### src/hw/rtl/rme_pkg.sv
// Shared types and constants for the register machine execute block.
`timescale 1ns / 1ps

package rme_pkg;

	localparam int DATA_W            = 32;
	localparam int IDX_W             = 4;
	localparam int MADDR_W           = 10;
	localparam int NEXT_W            = 10;
	localparam int DATA_WORDS_DEF    = 1024;
	localparam int REG_COUNT_DEF     = 16;
	localparam int PROGRAM_WORDS_DEF = 1024;

	typedef enum logic [3:0] {
		FN_NOP     = 4'd0,
		FN_ADD     = 4'd1,
		FN_MUL     = 4'd2,
		FN_SUB     = 4'd3,
		FN_DIV     = 4'd4,
		FN_COPY    = 4'd5,
		FN_LOADIMM = 4'd6,
		FN_LOAD    = 4'd7,
		FN_STORE   = 4'd8,
		FN_EQ      = 4'd9,
		FN_LT      = 4'd10,
		FN_LE      = 4'd11,
		FN_GT      = 4'd12,
		FN_GE      = 4'd13,
		FN_JMP     = 4'd14,
		FN_JMPZ    = 4'd15
	} func_t;

	typedef enum logic [2:0] {
		ST_CLEAR,
		ST_IDLE,
		ST_RD_A,
		ST_RD_B,
		ST_RD_D,
		ST_EXEC,
		ST_DIV,
		ST_WB
	} state_t;

	typedef struct packed {
		logic                  start;
		logic [DATA_W-1:0]     dividend;
		logic [DATA_W-1:0]     divisor;
	} div_req_t;

	typedef struct packed {
		logic                  done;
		logic [DATA_W-1:0]     quotient;
	} div_rsp_t;

endpackage

### src/hw/rtl/rme_div.sv
// Iterative signed divider: one quotient bit per cycle, truncating toward zero.
`timescale 1ns / 1ps

module rme_div
	import rme_pkg::*;
(
	input  logic     clk,
	input  logic     arst_n,
	input  div_req_t req,
	output div_rsp_t rsp
);

	localparam int STEPS = DATA_W;
	localparam int CNT_W = $clog2(STEPS);

	logic              busy_q;
	logic              done_q;
	logic [CNT_W-1:0]  cnt_q;
	logic [DATA_W-1:0] rem_q;
	logic [DATA_W-1:0] quo_q;
	logic [DATA_W-1:0] dvs_q;
	logic              neg_q;
	logic [DATA_W-1:0] rem_sh;
	logic [DATA_W:0]   diff;
	logic [DATA_W-1:0] mag_a;
	logic [DATA_W-1:0] mag_b;

	assign mag_a  = req.dividend[DATA_W-1] ? (~req.dividend + 1'b1) : req.dividend;
	assign mag_b  = req.divisor[DATA_W-1] ? (~req.divisor + 1'b1) : req.divisor;
	assign rem_sh = {rem_q[DATA_W-2:0], quo_q[DATA_W-1]};
	assign diff   = {1'b0, rem_sh} - {1'b0, dvs_q};

	always_ff @(posedge clk or negedge arst_n) begin
		if (!arst_n) begin
			busy_q <= 1'b0;
			done_q <= 1'b0;
			cnt_q  <= '0;
		end else begin
			done_q <= 1'b0;
			if (req.start) begin
				busy_q <= 1'b1;
				cnt_q  <= '0;
			end else if (busy_q) begin
				cnt_q <= cnt_q + 1'b1;
				if (cnt_q == CNT_W'(STEPS - 1)) begin
					busy_q <= 1'b0;
					done_q <= 1'b1;
				end
			end
		end
	end

	always_ff @(posedge clk) begin
		if (req.start) begin
			rem_q <= '0;
			quo_q <= mag_a;
			dvs_q <= mag_b;
			neg_q <= req.dividend[DATA_W-1] ^ req.divisor[DATA_W-1];
		end else if (busy_q) begin
			if (!diff[DATA_W]) begin
				rem_q <= diff[DATA_W-1:0];
				quo_q <= {quo_q[DATA_W-2:0], 1'b1};
			end else begin
				rem_q <= rem_sh;
				quo_q <= {quo_q[DATA_W-2:0], 1'b0};
			end
		end
	end

	assign rsp.done     = done_q;
	assign rsp.quotient = neg_q ? (~quo_q + 1'b1) : quo_q;

endmodule

### config.mk
export PLATFORM = sky130hd
export DESIGN_NAME = rme_div
export DESIGN_NICKNAME = d
export VERILOG_FILES = /design/src/hw/rtl/rme_pkg.sv /design/src/hw/rtl/rme_div.sv
export SDC_FILE = /design/constraint.sdc
export NUM_CORES = 1
export LEC_CHECK = 0
export BUFFER_PORTS_ARGS = -buffer_cell sky130_fd_sc_hd__buf_2
export CAP_MARGIN = 20
export CORE_ASPECT_RATIO = 0.5
export CORE_UTILIZATION = 25
export CTS_BUF_LIST = sky130_fd_sc_hd__clkbuf_8 sky130_fd_sc_hd__clkbuf_16
export CTS_CLUSTER_DIAMETER = 40
export CTS_CLUSTER_SIZE = 12
export DETAILED_ROUTE_END_ITERATION = 10
export PLACE_DENSITY_LB_ADDON = 0.2
export SYNTH_ARGS = -nofsm -noshare
export SYNTH_HDL_FRONTEND = slang
export SYNTH_SLANG_ARGS = --single-unit
### constraint.sdc
create_clock -name clk -period 3.7 [get_ports clk]
set_input_delay 0.185 -clock clk [delete_from_list [all_inputs] [get_ports clk]]
set_output_delay 0.185 -clock clk [all_outputs]
set_load 0.005 [all_outputs]
* Word level (Yosys, flattened, before mapping)
Index checks and enable logic that the tools add are counted.
W data, S select, Z words.
** Operators by class
- Add/sub/neg operators :: 5
- Reductions and logical operators :: 1
- Muxes and demuxes :: 15
- Eq/ne operators :: 1
- Bitwise gates (word level) :: 4
** Operator list (count)
- $mux W32 :: 4
- $add A32 B1 Y32 const B :: 3
- $not A32 Y32 :: 3
- $mux W31 :: 2
- $sub A32 B32 Y33 :: 1
- $mux W5 :: 2
- $mux W1 :: 7
- $add A5 B1 Y5 const B :: 1
- $eq A5 B5 Y1 const B :: 1
- $reduce_bool A2 Y1 :: 1
- $xor A1 B1 Y1 :: 1
** Storage, ports and cells
- Bits in registers :: 103
- Input port bits :: 67
- Output and inout port bits :: 33
- Logic and storage cells :: 34

* Depth between registers and ports, before layout
- Depth in word-level cells :: 4
- Depth in mapped cells :: 14
- Depth with buffers taken out :: 12

* Least setup slack after synthesis
No wires, ideal clock.
- Path type :: register to register
- Start point :: register quo_q[31]
- End point :: register rem_q[12]
- Data required time :: 3.563 ns
- Cell stages (with the launch flop) :: 15
- Path slack :: 0.264 ns
- Path buffers :: 2
- Setup time :: 0.137 ns
- Arrival time :: 3.299 ns
- Clock period less this slack :: 3.436 ns
- Cells stage by stage :: edfxtp_1 -> inv_1 -> ha_1 -> fa_1 -> nand2b_1 -> a21oi_1 -> o211ai_1 -> o211ai_1 -> a21oi_1 -> o211ai_1 -> a31o_2 -> clkbuf_1 -> buf_1 -> mux2i_1 -> a211oi_1
** Between the ends
- Cells in the longest elaborated chain, start to end :: 2
** Ends and longest elaborated chain
- start: declaration :: RTL line rme_div.sv:20 : logic [DATA_W-1:0] quo_q;
- start signal: assignment :: RTL line rme_div.sv:56 : quo_q <= mag_a;
- start signal: assignment :: RTL line rme_div.sv:62 : quo_q <= {quo_q[DATA_W-2:0], 1'b1};
- start signal: assignment :: RTL line rme_div.sv:65 : quo_q <= {quo_q[DATA_W-2:0], 1'b0};
- $sub A32 B32 Y33 :: RTL line rme_div.sv:31 : assign diff = {1'b0, rem_sh} - {1'b0, dvs_q};
- $mux W31 :: RTL line rme_div.sv:60 : if (!diff[DATA_W]) begin
- end signal: assignment :: RTL line rme_div.sv:61 : rem_q <= diff[DATA_W-1:0];
- end signal: assignment :: RTL line rme_div.sv:64 : rem_q <= rem_sh;
- end: declaration :: RTL line rme_div.sv:19 : logic [DATA_W-1:0] rem_q;
No other way between the ends.
A chain may end at the register's enable or synchronous reset.

==> flow_summary_export.csv <==
group,metric,value,unit
cells_and_area,final_layout_size_suffix_gt1_share,17.3,%
sta,min_period_over_period,95.8,%
clock_tree,cts.reportedPaths.clkPinSlew,0.08,ns
setup_path,critical_path_arrival,3.36,ns
setup_path,timing.critical_path.from_type,"flop",
floorplanning,die_area,30900,um^2
sta,totalNegativeSetupSlack,0,ns
power_and_ir_drop,share_comb_of_total_power,20.6,%
detailed_routing,dr_total_vias,6194,
place,dp_slack,0.172,ns
detailed_routing,routed_wirelength,19600,um
floorplanning,placeableCoreArea,29300,um^2
yosys,ys_seq_elements,103,
clock_tree,cts-root-to-sink-buffers,2,
setup_path,criticalPathCategory,"reg -> out",
floorplanning,num_rows,44,
power_and_ir_drop,design_power_total,0.00314,W
status,failed_checks,"design-rule violations",
sta,setup-violations-final,0,
setup_path,cp_data_required_time,3.51,ns
clock_tree,cts_tree,"done",
yosys,ys_types,65,
place,port_buffers,99,
global_routing,grt_util_all_layers,13.1,%
detailed_routing,post-route-drc-count,3,
sta,final_max_slew_viol_count,0,
sta,rsz0062_at_grt,"no",
clock_tree,clock_insertion_delay_worst_skew,0.38,ns
power_and_ir_drop,power_density,350,nW/um^2
status,run_status,"complete, but fails checks",
floorplanning,start_util,25.7,%
place,placement.cell_area,8520,um^2
yosys,netlist_top_cells_count,"83 x sky130_fd_sc_hd__nor2_1, 77 x sky130_fd_sc_hd__xnor2_1, 65 x sky130_fd_sc_hd__edfxtp_1",
place,globalplace.congestion,0.827,
floorplanning,die_outline_height,125,um
yosys,synth_most_common_cell,"sky130_fd_sc_hd__nor2_1",
detailed_routing,avgRoutedWirePerCell,14.8,um
detailed_routing,drt_pre_antenna_iters,8,
detailed_routing,detailedRoute.firstIterationViolations,326,
clock_tree,clock-sinks,103,
cells_and_area,syn_to_final_growth,18.6,%
power_and_ir_drop,power.share.switching,28.9,%
yosys,syn_avg_cell_area,9.02,um^2
power_and_ir_drop,vdd.ir_drop.worst,223,uV
cells_and_area,final_area,8950,um^2
yosys,yosys_most_used_dff,"sky130_fd_sc_hd__edfxtp_1",
hold_path,holdCritPathClass,"in -> reg",
sta,clock_skew,0.0111,ns
sta,timing.max_slew.rel_slack,50.3,%
sta,worst-slew-pin-transition,0.745,ns
power_and_ir_drop,leakagePower,3.56,nW
job,maxCapViolations,0,
floorplanning,design.portCount,100,
yosys,synth.net_count,942,
detailed_routing,vias_per_cell,4.66,
global_routing,antenna_found_initial,0,
global_routing,overflow,0,
global_routing,grt_pass1_vias,6127,
clock_tree,cts_made_buffers,9,
setup_path,crit_path_max_fanout,4,
clock_tree,clk_root_buffer_cell,"sky130_fd_sc_hd__clkbuf_16",
power_and_ir_drop,total_switching_power,0.000905,W
setup_path,worst_setup_path_end_kind,"output port",
yosys,number_of_flops_mapped_to_enable_cells_by_yosys,65,
yosys,ys_warn_count,0,
yosys,synth_async_sr_flop_share,6.80,%
floorplanning,die_w,248,um
yosys,yosys.area.top_type_share,25.9,%
cells_and_area,diodes,0,
yosys,largest_area_contributor_in_the_synthesized_netlist,"sky130_fd_sc_hd__edfxtp_1",
global_routing,grt_first_pass_wirelength,32000,um
cells_and_area,num-nets-final,1038,
sta,setup_ws,0.157,ns
sta,post-route-min-period,3.54,ns
power_and_ir_drop,clock_group_share_of_total_power,34.5,%
yosys,synthTopCellsByArea,"sky130_fd_sc_hd__edfxtp_1 26%, sky130_fd_sc_hd__xnor2_1 8.9%, sky130_fd_sc_hd__dfxtp_1 8.2%, sky130_fd_sc_hd__ha_1 6.1%, sky130_fd_sc_hd__xor2_1 4.8%",
yosys,yosysSeqAreaShare,36.4,%
power_and_ir_drop,power.share.sequential,44.9,%
yosys,mappedNetlistArea,7550,um^2
sta,report.final.hold_viol_count,0,
sta,max_clock_freq,0.282,GHz
yosys,netlist_instances,837,
detailed_routing,drt.antenna.violating_nets,0,
place,dp_hpwl,15000,um
global_routing,maximum_number_of_pins_on_one_net_before_global_route_repair,46,
power_and_ir_drop,power_report.internal_total,0.00223,W
clock_tree,h-tree-depth,3,
final timing paths:
kind	slack, ns	cells after the start	start	to
max in group asynchronous	3.35	2	arst_n	cnt_q[3]
setup / recovery	0.16	8	quo_q[16]	rsp[31]
hold reg to reg	0.49	2	rem_q[21]	rem_q[21]
setup reg to reg	0.34	13	quo_q[31]	rem_q[12]
hold / removal	0.11	1	req[0]	dvs_q[0]
min in group asynchronous	0.19	2	arst_n	cnt_q[2]
routing by layer:
layer,share of wire (%),wire length [um],track usage (%),vias up
met2,45,8910,21.1,92
met1,50,9720,17.4,2865
met5,0,0,0,-
li1,-,-,-,3224
met4,1.1,223,3.10,0
met3,3.9,768,3.49,13
placed cells by master, fill, tap and decap left out, types with 3 or more instances in the layout:
| cell type | n |
|---|---|
| sky130_fd_sc_hd__or3_1 | 12 |
| sky130_fd_sc_hd__ha_1 | 37 |
| sky130_fd_sc_hd__inv_1 | 47 |
| sky130_fd_sc_hd__buf_4 | 18 |
| sky130_fd_sc_hd__a21boi_0 | 4 |
| sky130_fd_sc_hd__edfxtp_1 | 65 |
| sky130_fd_sc_hd__mux2i_1 | 31 |
| sky130_fd_sc_hd__o31ai_2 | 4 |
| sky130_fd_sc_hd__and3_1 | 3 |
| sky130_fd_sc_hd__o21ai_0 | 45 |
| sky130_fd_sc_hd__o21bai_1 | 3 |
| sky130_fd_sc_hd__o21a_1 | 5 |
| sky130_fd_sc_hd__nor2_1 | 83 |
| sky130_fd_sc_hd__nor3_1 | 7 |
| sky130_fd_sc_hd__buf_2 | 98 |
| sky130_fd_sc_hd__nand2_1 | 64 |
| sky130_fd_sc_hd__xor2_1 | 41 |
| sky130_fd_sc_hd__dfrtp_1 | 7 |
| sky130_fd_sc_hd__or4_4 | 5 |
| sky130_fd_sc_hd__a31oi_1 | 4 |
| sky130_fd_sc_hd__o21ai_1 | 7 |
| sky130_fd_sc_hd__o211ai_1 | 4 |
| sky130_fd_sc_hd__nand2b_1 | 9 |
| sky130_fd_sc_hd__o31ai_1 | 25 |
| sky130_fd_sc_hd__nand4_1 | 7 |
| sky130_fd_sc_hd__or4_1 | 9 |
| sky130_fd_sc_hd__dfxtp_1 | 31 |
| sky130_fd_sc_hd__and2_1 | 3 |
| sky130_fd_sc_hd__a211oi_1 | 21 |
| sky130_fd_sc_hd__a21oi_1 | 62 |
| sky130_fd_sc_hd__a31o_2 | 3 |
| sky130_fd_sc_hd__a21o_1 | 15 |
| sky130_fd_sc_hd__nor2b_1 | 8 |
| sky130_fd_sc_hd__nand3_1 | 8 |
| sky130_fd_sc_hd__clkbuf_16 | 9 |
| sky130_fd_sc_hd__or3_4 | 5 |
| sky130_fd_sc_hd__xnor2_1 | 77 |
| sky130_fd_sc_hd__o41ai_1 | 8 |
metrics by stage:
step | hold WS (ns) | utilization (%) | cells
2_1_floorplan | -0.111 | - | 837
3_3_place_gp | 0.0409 | 29.0 | 1307
3_5_place_dp | 0.0397 | 29.0 | 1307
4_1_cts | 0.0735 | 30.3 | 1324
5_1_grt | 0.0702 | 30.5 | 1329
6_report | 0.109 | 30.5 | 1329
power groups by stage:
stage	Combinational (W)	Clock [W]	Sequential [W]
6_report	0.000647	0.00108	0.00141
5_1_grt	0.000727	0.00117	0.00142
4_1_cts	0.000640	0.00114	0.00141
3_5_place_dp	0.000633	0	0.00144
3_3_place_gp	0.000634	0	0.00143
2_1_floorplan	0.000410	0	0.00140
cells by family after synthesis:
kind of cell	Yosys count	share of synthesized area, %
xor+xnor	118	13.7
mux	32	4.26
compound gates	227	19.5
fa+ha+maj	38	6.40
simple gates	237	15.6
flops	103	36.4
buf+inv	82	4.18
state kept, by name, indices dropped and copies added (netlist names):
signal  count
done_q      1
busy_q      1
neg_q       1
dvs_q      32
rem_q      31
cnt_q       5
quo_q      32
repair_timing:
action | in CTS | in global routing
hold buffers | 1 | 0
buffers inserted | 0 | 4
hold endpoints to repair | 7 | 0
gates resized for setup | 4 | 7
endpoints found under the setup margin | 2 | 4
layout make-up:
cell class | count | area [um^2]
inverters | 48 | 180
multi-input cells | 652 | 4540
clock buffers | 9 | 225
fillers | 3089 | 20400
clock inverters | 7 | 103
repair buffers | 119 | 671
flip-flops and latches | 103 | 2750
well taps | 391 | 489
critical path, stage by stage, from the launching register on:
cell	delay [ns]
sky130_fd_sc_hd__edfxtp_1	0.42
sky130_fd_sc_hd__or4_4	0.58
sky130_fd_sc_hd__or4_1	0.44
sky130_fd_sc_hd__or2_1	0.25
sky130_fd_sc_hd__or3_4	0.40
sky130_fd_sc_hd__or3_4	0.37
sky130_fd_sc_hd__o31ai_4	0.23
sky130_fd_sc_hd__xnor2_1	0.14
sky130_fd_sc_hd__buf_2	0.15
Note: power is estimated with default switching activity, not from simulation.
