[config.mk]
export PLATFORM = sky130hd
export DESIGN_NAME = rme_regfile
export DESIGN_NICKNAME = d
export VERILOG_FILES = /design/src/hw/rtl/rme_pkg.sv /design/src/hw/rtl/rme_regfile.sv
export SDC_FILE = /design/constraint.sdc
export NUM_CORES = 1
export LEC_CHECK = 0
export ABC_AREA = 1
export BUFFER_PORTS_ARGS = -buffer_cell sky130_fd_sc_hd__buf_2
export CELL_PAD_IN_SITES_DETAIL_PLACEMENT = 1
export CELL_PAD_IN_SITES_GLOBAL_PLACEMENT = 1
export CORE_ASPECT_RATIO = 1.5
export CORE_MARGIN = 2
export CORE_UTILIZATION = 40
export CTS_CLUSTER_SIZE = 25
export DETAILED_ROUTE_END_ITERATION = 8
export PLACE_DENSITY = 0.74
export SYNTH_ARGS = -nofsm -noshare
export SYNTH_HDL_FRONTEND = slang
export SYNTH_SLANG_ARGS = --single-unit
[constraint.sdc]
create_clock -name clk -period 1.4 [get_ports clk]
set_input_delay 0.28 -clock clk [delete_from_list [all_inputs] [get_ports clk]]
set_output_delay 0.28 -clock clk [all_outputs]
set_load 0.01 [all_outputs]
[src/hw/rtl/rme_pkg.sv]
// Shared types and constants for the register machine execute block.
`timescale 1ns / 1ps

package rme_pkg;

	localparam int DATA_W            = 32;
	localparam int IDX_W             = 4;
	localparam int MADDR_W           = 10;
	localparam int NEXT_W            = 10;
	localparam int DATA_WORDS_DEF    = 1024;
	localparam int REG_COUNT_DEF     = 16;
	localparam int PROGRAM_WORDS_DEF = 1024;

	typedef enum logic [3:0] {
		FN_NOP     = 4'd0,
		FN_ADD     = 4'd1,
		FN_MUL     = 4'd2,
		FN_SUB     = 4'd3,
		FN_DIV     = 4'd4,
		FN_COPY    = 4'd5,
		FN_LOADIMM = 4'd6,
		FN_LOAD    = 4'd7,
		FN_STORE   = 4'd8,
		FN_EQ      = 4'd9,
		FN_LT      = 4'd10,
		FN_LE      = 4'd11,
		FN_GT      = 4'd12,
		FN_GE      = 4'd13,
		FN_JMP     = 4'd14,
		FN_JMPZ    = 4'd15
	} func_t;

	typedef enum logic [2:0] {
		ST_CLEAR,
		ST_IDLE,
		ST_RD_A,
		ST_RD_B,
		ST_RD_D,
		ST_EXEC,
		ST_DIV,
		ST_WB
	} state_t;

	typedef struct packed {
		logic                  start;
		logic [DATA_W-1:0]     dividend;
		logic [DATA_W-1:0]     divisor;
	} div_req_t;

	typedef struct packed {
		logic                  done;
		logic [DATA_W-1:0]     quotient;
	} div_rsp_t;

endpackage

[src/hw/rtl/rme_regfile.sv]
// Register file: single read port with registered data, per-entry valid bits for reset.
`timescale 1ns / 1ps

module rme_regfile
	import rme_pkg::*;
#(
	parameter int REG_COUNT = REG_COUNT_DEF,
	localparam int RIDX_W   = (REG_COUNT > 1) ? $clog2(REG_COUNT) : 1
) (
	input  logic              clk,
	input  logic              arst_n,
	input  logic [RIDX_W-1:0] raddr,
	output logic [DATA_W-1:0] rdata,
	input  logic              we,
	input  logic [RIDX_W-1:0] waddr,
	input  logic [DATA_W-1:0] wdata
);

	logic [DATA_W-1:0]    mem [REG_COUNT];
	logic [REG_COUNT-1:0] vld_q;
	logic [DATA_W-1:0]    rd_q;
	logic                 rd_vld_q;

	always_ff @(posedge clk or negedge arst_n) begin
		if (!arst_n) begin
			vld_q <= '0;
		end else if (we) begin
			vld_q[waddr] <= 1'b1;
		end
	end

	always_ff @(posedge clk) begin
		if (we) begin
			mem[waddr] <= wdata;
		end
		rd_q     <= mem[raddr];
		rd_vld_q <= vld_q[raddr];
	end

	assign rdata = rd_vld_q ? rd_q : '0;

endmodule

# ---- Yosys cells after proc, flatten, opt, wreduce, memory -nomap -nowiden
# Memory sizes are Yosys's and may differ from the RTL's. A register that Yosys moved wholly into a read port is not among the register bits.
# Cells that the tools add are included.
dict set report totals {
  out_inout_bits 32
  regBits 17
  romBits 0
  elab_cells 15
  input_bits 43
  latchBits 0
  ramBits 512
  n_memories 1
}
# memory depth word_bits rd rd_ports_with_merged_regs wr line
set mem_list {}
lappend mem_list {mem 16 32 1 1 1 rme_regfile.sv:19} ;# logic [DATA_W-1:0] mem [REG_COUNT];
dict set report classes {
  bitwise_logic 1
  n_eq_ne 0
  n_addsub 0
  shifts 0
  n_div 0
  n_reduce_logical 1
  mux 7
  order_cmp 3
  multipliers 0
}
# operator count
set ops {}
lappend ops {{32-bit two-way mux} 1}
lappend ops {{16-bit bitwise OR} 1}
lappend ops {{4-bit by 5-bit < comparator with 1-bit output, second input constant} 2}
lappend ops {{1-bit binary-select mux with 4-bit select} 1}
lappend ops {{1-bit demux with 4-bit select} 1}
lappend ops {{4-bit by 1-bit greater-or-equal comparator with 1-bit output, second input constant} 1}
lappend ops {{1-bit two-way mux} 4}
lappend ops {{1-bit logical AND} 1}

# ---- Logic depth before layout (Yosys ltp)
# Gate-level depths: netlist (run 1).
dict set report logic_depth {
  depth_word 5
  depth_mapped 9
}

# ---- Least setup slack after synthesis (run 1)
# OpenSTA, ideal clock, no wires.
dict set report synth_timing {
  path_kind {in2reg}
  startpoint {input waddr[2]}
  endpoint {memory mem[10][0], enable pin}
  stages 3
  setup_slack_ns -0.911
  t_arrival_ns 1.890
  path_cell_list {inv_1 > nand3_1 > nor2_1}
}
# element line
set synth_rtl {}
lappend synth_rtl {{start: declaration} rme_regfile.sv:15} ;# input logic [RIDX_W-1:0] waddr,
lappend synth_rtl {{end: declaration} rme_regfile.sv:19}
# Straight into the memory's write port.

# ---- Final worst setup path (run 1)
dict set report layout_timing {
  startpoint {register rd_vld_q}
  endpoint {output rdata[16]}
}
dict set report layout_between {
  elab_chain_cells 1
}
# element line
set layout_lines {}
lappend layout_lines {{start: declaration} rme_regfile.sv:22} ;# logic rd_vld_q;
lappend layout_lines {{start signal: assignment} rme_regfile.sv:37} ;# rd_vld_q <= vld_q[raddr];
lappend layout_lines {{32-bit two-way mux} rme_regfile.sv:40} ;# assign rdata = rd_vld_q ? rd_q : '0;
lappend layout_lines {{end: declaration} rme_regfile.sv:13} ;# output logic [DATA_W-1:0] rdata,
# No other way between the ends.

==> qor.txt, run 1 <==
Post-Route Utilization - 0.487
remaining global-route overflow - 0
Final min period - 1.71 ns
area occupied by multi-input gates - 5080 sq um
DRT iter0 DRCs - 1142
commonest non-fill, non-tap cell in the layout - nand2_1
H-Tree Depth - 2
first-pass GRT wire length - 106 mm
Pre-Repair DR Iteration Count - 5
HPWL Detailed - 44.1 mm
Max Fclk - 584 MHz
max_cap viols - 0
initial antenna violation count - 0
worst slack, placed - -0.198 ns
Fillers - 6260
Syn Area/Cell - 10.4 sq um
WHS Endpoint - mem[13][10]
post-route clock skew - 0.0214 ns
Num Clock Sinks - 561
worst endpoint required time - 1.12 ns
synth top area cells - edfxtp_1 (65%), nand2_1 (12%), nand3_1 (8.5%), inv_1 (7.0%), dfxtp_1 (2.8%)
syn_nets - 2315
worst-case reg-to-reg path depth - 6
failing checks - negative setup slack
Buf/Inv on CP - 3
Slew headroom - 0.697
# IOs - 75
Final Cycle Share - 1.22
TNS Setup - -8.73 ns
RSZ-0062 raised after global routing - true
element type at the critical path start - flip-flop
Worst path max stage delay - 0.40 ns
worst slew pin tran - 0.455 ns
CTS buffer count - 51
Max Transition Viols Final - 0
via count - 16512
reg-to-reg endpoint - rd_q[18]
cell count after synthesis - 2272
Mapped Area - 23500 sq um
area leader, netlist - edfxtp_1
Via density - 5.11
Seq/Total Area, Yosys - 0.699
gpl congestion - 0.794
post-synthesis register bit count - 561
crit end category - output port
Area Growth Syn to Fin - 20.1%
die height - 301 um
synth unique cells - 13
DR DRC count - 0
layout cells sized above 1 - 0.131
Bufs on Longest Clock Path - 3
hold_sp - wdata[10]
CP Cell Sequence - buf_12 -> nand2_1 -> inv_1 -> buf_4
Final Hold Viols - 0
slowest stage cell, crit path - dfxtp_4
crit path DAT - 1.43 ns
total power - 0.0378 W
Clock transition at path regs - 0.07 ns
Reg area - 16400 sq um
Crit Reg-Reg Startpoint - mem[12][18]
cell family with most CP delay - flip-flops
# diodes - 0
Port Buffer Count - 74
worst hold path depth - 1
Tightest Hold Check Type - in -> reg
drt wl/cell - 21.3 um
GRT Resource Usage Total - 0.230
Reg2Reg Setup Slack - 0.29 ns
Leakage Power - 12.3 nW
clk_lat worst skew - 0.59 ns
status - finished, violations left
die area - 60800 sq um
clock root cell - clkbuf_16
Setup WS post-layout - -0.313 ns
FP Rows - 108
final setup violation count - 32
Post-Route WL - 68.8 mm
leading cell types in the layout, fill and taps excluded - nand2_1 (721), edfxtp_1 (512), inv_1 (432)
Die X - 202 um
Ys Warns - 0
final antenna-violating net count - 0
core area - 58000 sq um
Initial Util - 0.406
Crit Path Max Fanout - 18
Pwr Density - 1340 nW/um^2
vias in the first global route - 18529
Nets - 2459
CTS tree - done
Worst VDD drop - 0.985 mV
Crit Path Category - reg -> out
Yosys top cell area share - 0.654
largest net degree at the start of global routing - 46
## synthesized netlist by cell type (all sizes together)
library cell / number
buf: 97
clkbuf: 14
dfrtp: 16
dfxtp: 33
edfxtp: 512
inv: 439
nand2: 727
nand3: 400
nor2: 18
o21ai: 16
## where the power goes
part           internal [W]  leakage [nW]  switching (W)
registers            0.0187          5.04       0.000137
clock network       0.00980         0.963        0.00635
logic              0.000940          6.32        0.00193
## per-layer routing
layer	GRT usage	up-vias	routed length, um
met5	0	-	0
met3	0.0224	203	2550
met2	0.436	469	37000
li1	-	7551	-
met1	0.255	8289	25800
met4	0.117	0	3380
## final cells by class
cell class | instances | area share
Inverter | 439 | 0.0591
Timing Repair Buffer | 202 | 0.0753
Clock buffer | 68 | 0.0533
Multi-Input combinational cell | 1161 | 0.180
Sequential cell | 561 | 0.582
Tap cell | 770 | 0.0341
Clock inverter | 28 | 0.0164
## stage by stage
stage | area [sq um] | hold slack [ns] | instances
floorplan | 23700 | -0.0156 | 2272
global placement | 26200 | 0.211 | 3132
detailed placement | 26200 | 0.217 | 3132
CTS | 28200 | 0.0665 | 3229
global route | 28200 | 0.0865 | 3229
finish | 28200 | 0.0828 | 3229
## sequential cells by signal, summed over array words and instances (netlist names)
register / flops
rd_q: 32
rd_vld_q: 1
vld_q: 16
mem: 512
## worst max-delay path by stage
stage | start | end | slack, ns | cells after the start
global placement | waddr[2] | mem[5][4] | -0.18 | 6
floorplan | waddr[2] | mem[4][0] | -0.03 | 4
finish | rd_vld_q | rdata[16] | -0.31 | 4
detailed placement | waddr[2] | mem[7][16] | -0.20 | 6
global route | rd_vld_q | rdata[16] | -0.37 | 4
CTS | rd_vld_q | rdata[16] | -0.35 | 4
## what timing repair did
action,4_1_cts,5_1_grt
resized for setup,7,3
endpoints found under the setup margin,32,32
hold buffers,1,0
endpoints found under the hold margin,16,0
buffers inserted,0,0
cloned,0,0
## worst reg2reg max path, stage by stage (launching register included)
cell and delay [ns]:
edfxtp_1 0.37, inv_1 0.07, nand2_1 0.06, nand3_1 0.13
nand3_1 0.13, nand3_1 0.17, nand2_1 0.08
## cells by family (layout without fill, tap and decap cells)
logic type / after synthesis / in the layout / share of synthesized area
buf+inv: 550 / 737 / 0.0937
compound gates: 16 / 16 / 0.00341
simple gates: 1145 / 1145 / 0.204
flops: 561 / 561 / 0.699
Note: power is estimated with default switching activity, not from simulation.
==> run 2, diff against run 1 <==
--- a/config.mk
+++ b/config.mk
@@ -14,6 +14,7 @@
 export CORE_UTILIZATION = 40
 export CTS_CLUSTER_SIZE = 25
 export DETAILED_ROUTE_END_ITERATION = 8
+export MAX_ROUTING_LAYER = met4
 export PLACE_DENSITY = 0.74
 export SYNTH_ARGS = -nofsm -noshare
 export SYNTH_HDL_FRONTEND = slang
==> constraint.sdc (replaced) <==
create_clock -name clk -period 1.7 [get_ports clk]
set_input_delay 0.34 -clock clk [delete_from_list [all_inputs] [get_ports clk]]
set_output_delay 0.34 -clock clk [all_outputs]
set_load 0.01 [all_outputs]
==> run 2 against run 1 <==
Net effect:
- the run still ends with negative setup slack left
- sequential share of layout area is 0.65 points higher
- clock-buffer cell count is 5 lower
- highest routed layer unchanged
- non-clock buffer count is 28 lower
==> qor.txt, run 2 (synthesis results as in run 1) <==
status - finished, violations left
failing checks - negative setup slack
worst endpoint required time - 1.36 ns (+0.24 ns)
# IOs - 75 (unchanged)
Crit Path Category - reg -> out
drt wl/cell - 21.0 um (-1.5%)
# diodes - 0 (unchanged)
final antenna-violating net count - 0 (unchanged)
first-pass GRT wire length - 105 mm (-1.6%)
Finished Layout Cells - 3199 (-0.93%)
hold_sp - wdata[2]
Setup crit start - rd_vld_q
RSZ-0062 raised after global routing - true
max_cap viols - 0 (unchanged)
DRT iter0 DRCs - 1074 (-6.0%)
via count - 16284 (-1.4%)
GRT Resource Usage Total - 0.232 (+0.00217)
Leakage Power - 12.1 nW (-1.8%)
max FFs per register - 512 (unchanged)
Worst path max stage delay - 0.41 ns (about the same)
Num Clock Sinks - 561 (unchanged)
post-route clock skew - 0.0145 ns (-0.00681 ns)
Worst VDD drop - 0.661 mV (-33%)
Final Cycle Share - 1.10
Setup WS post-layout - -0.163 ns (+0.150 ns)
Fin Hold WS - 0.157 ns (+0.0739 ns)
slowest stage cell, crit path - dfxtp_4
core area - 58000 sq um (unchanged)
worst slack, placed - 0.0471 ns (+0.245 ns)
commonest non-fill, non-tap cell in the layout - nand2_1
layout cells sized above 1 - 0.133 (+0.00162)
worst slew pin tran - 0.414 ns (-0.0412 ns)
CP Cell Sequence - buf_6 -> buf_16 -> nand2_4 -> inv_2 -> buf_6
Final Hold Viols - 0 (unchanged)
Max Transition Viols Final - 0 (unchanged)
vias in the first global route - 18066 (-2.5%)
Clock transition at path regs - 0.07 ns (about the same)
Max Fclk - 537 MHz
FP Rows - 108 (unchanged)
Fillers - 6216 (-0.70%)
die height - 301 um (unchanged)
clk_lat worst skew - 0.57 ns (-0.02 ns)
final setup violation count - 32 (unchanged)
H-Tree Depth - 2 (unchanged)
HPWL Detailed - 42.3 mm (-4.0%)
Final min period - 1.86 ns
CTS tree - done
remaining global-route overflow - 0 (unchanged)
Post-Route WL - 67.1 mm (-2.4%)
Pwr Density - 1070 nW/um^2 (-20%)
crit end category - output port
Top reg by flops - mem
Tightest Hold Check Type - in -> reg
initial antenna violation count - 0 (unchanged)
crit path DAT - 1.52 ns (+0.09 ns)
Slew headroom - 0.724 (+0.0274)
element type at the critical path start - flip-flop
placed cells - 3098 (-1.1%)
Via density - 5.09 (-0.46%)
Bufs on Longest Clock Path - 3 (unchanged)
top flop regs - mem: 512 flops, rd_q: 32 flops, vld_q: 16 flops
final design area excluding fillers - 27900 sq um (-1.1%)
most frequent CP cell - buf_6
Initial Util - 0.406 (unchanged)
die area - 60800 sq um (unchanged)
Area Growth Syn to Fin - 18.8%
Placed Area - 25800 sq um (-1.7%)
Crit Path Max Fanout - 6 (-12)
CTS buffer count - 51 (unchanged)
DR DRC count - 0 (unchanged)
Nets - 2431 (-1.1%)
Die X - 202 um (unchanged)
gpl congestion - 0.809 (+1.9%)
largest net degree at the start of global routing - 63 (+37%)
Port Buffer Count - 74 (unchanged)
clock root cell - clkbuf_16
Pre-Repair DR Iteration Count - 5 (unchanged)
Crit Reg-Reg Startpoint - mem[7][1]
Post-Route Utilization - 0.482 (-0.00540)
leading cell types in the layout, fill and taps excluded - nand2_1 (701), edfxtp_1 (512), inv_1 (412)
## run 2: changes by cell type in the layout (fill, tap and decap cells not counted), sizes merged
cell | previous run | this run
buf | 200 | 172
clkinv | 12 | 20
clkbuf | 69 | 64
bufinv | 12 | 7
## run 2: layer usage
metal	vias up	global-route usage	part of all wire
li1	7494	-	-
met1	8215	0.258	0.38
met2	412	0.421	0.53
met3	163	0.0258	0.038
met4	0	0.100	0.044
met5	-	-	0
## run 2: final cells by class
cell class / instances / area, sq um / share of cell area
inverter: 439 / 1660 / 0.0595
clock buffer: 63 / 1350 / 0.0484
multi-input combinational: 1161 / 5180 / 0.185
clock inverter: 31 / 340 / 0.0122
sequential: 561 / 16400 / 0.589
tap: 770 / 963 / 0.0345
timing repair buffer: 174 / 2000 / 0.0715
## run 2: report_power, final
group          internal [W]  switching, W
clock               0.00673       0.00510
sequential           0.0154      0.000149
combinational      0.000838       0.00160
## run 2: what timing repair did
item                                    in CTS  in global routing
resized for setup                           56                 48
pin swaps                                    3                  6
setup buffers                                5                  0
hold buffers                                 1                  0
hold endpoints to repair                    16                  0
gates cloned                                 3                  0
endpoints found under the setup margin      32                 32
## run 2: final timing paths
check / endpoint / slack [ns] / cells after the start
setup / recovery: rdata[22] / -0.16 / 5
hold / removal: mem[14][2] / 0.16 / 1
setup reg to reg: rd_q[1] / 0.57 / 6
hold reg to reg: vld_q[0] / 0.46 / 2
max in group asynchronous: vld_q[1] / 1.20 / 2
min in group asynchronous: vld_q[6] / 0.23 / 2
## run 2: worst max-delay path: cells and delay by family (launching register included)
kind / cells / cell delay (ns)
buf+inv: 4 / 0.48
simple gates: 1 / 0.06
flops: 1 / 0.41
## run 2: through the flow
stage               setup TNS, ns  power (W)
floorplan                  -89.95     0.0169
detailed placement              0     0.0180
finish                      -4.17     0.0298
global placement                0     0.0179
global route                -5.60     0.0307
CTS                         -5.72     0.0299
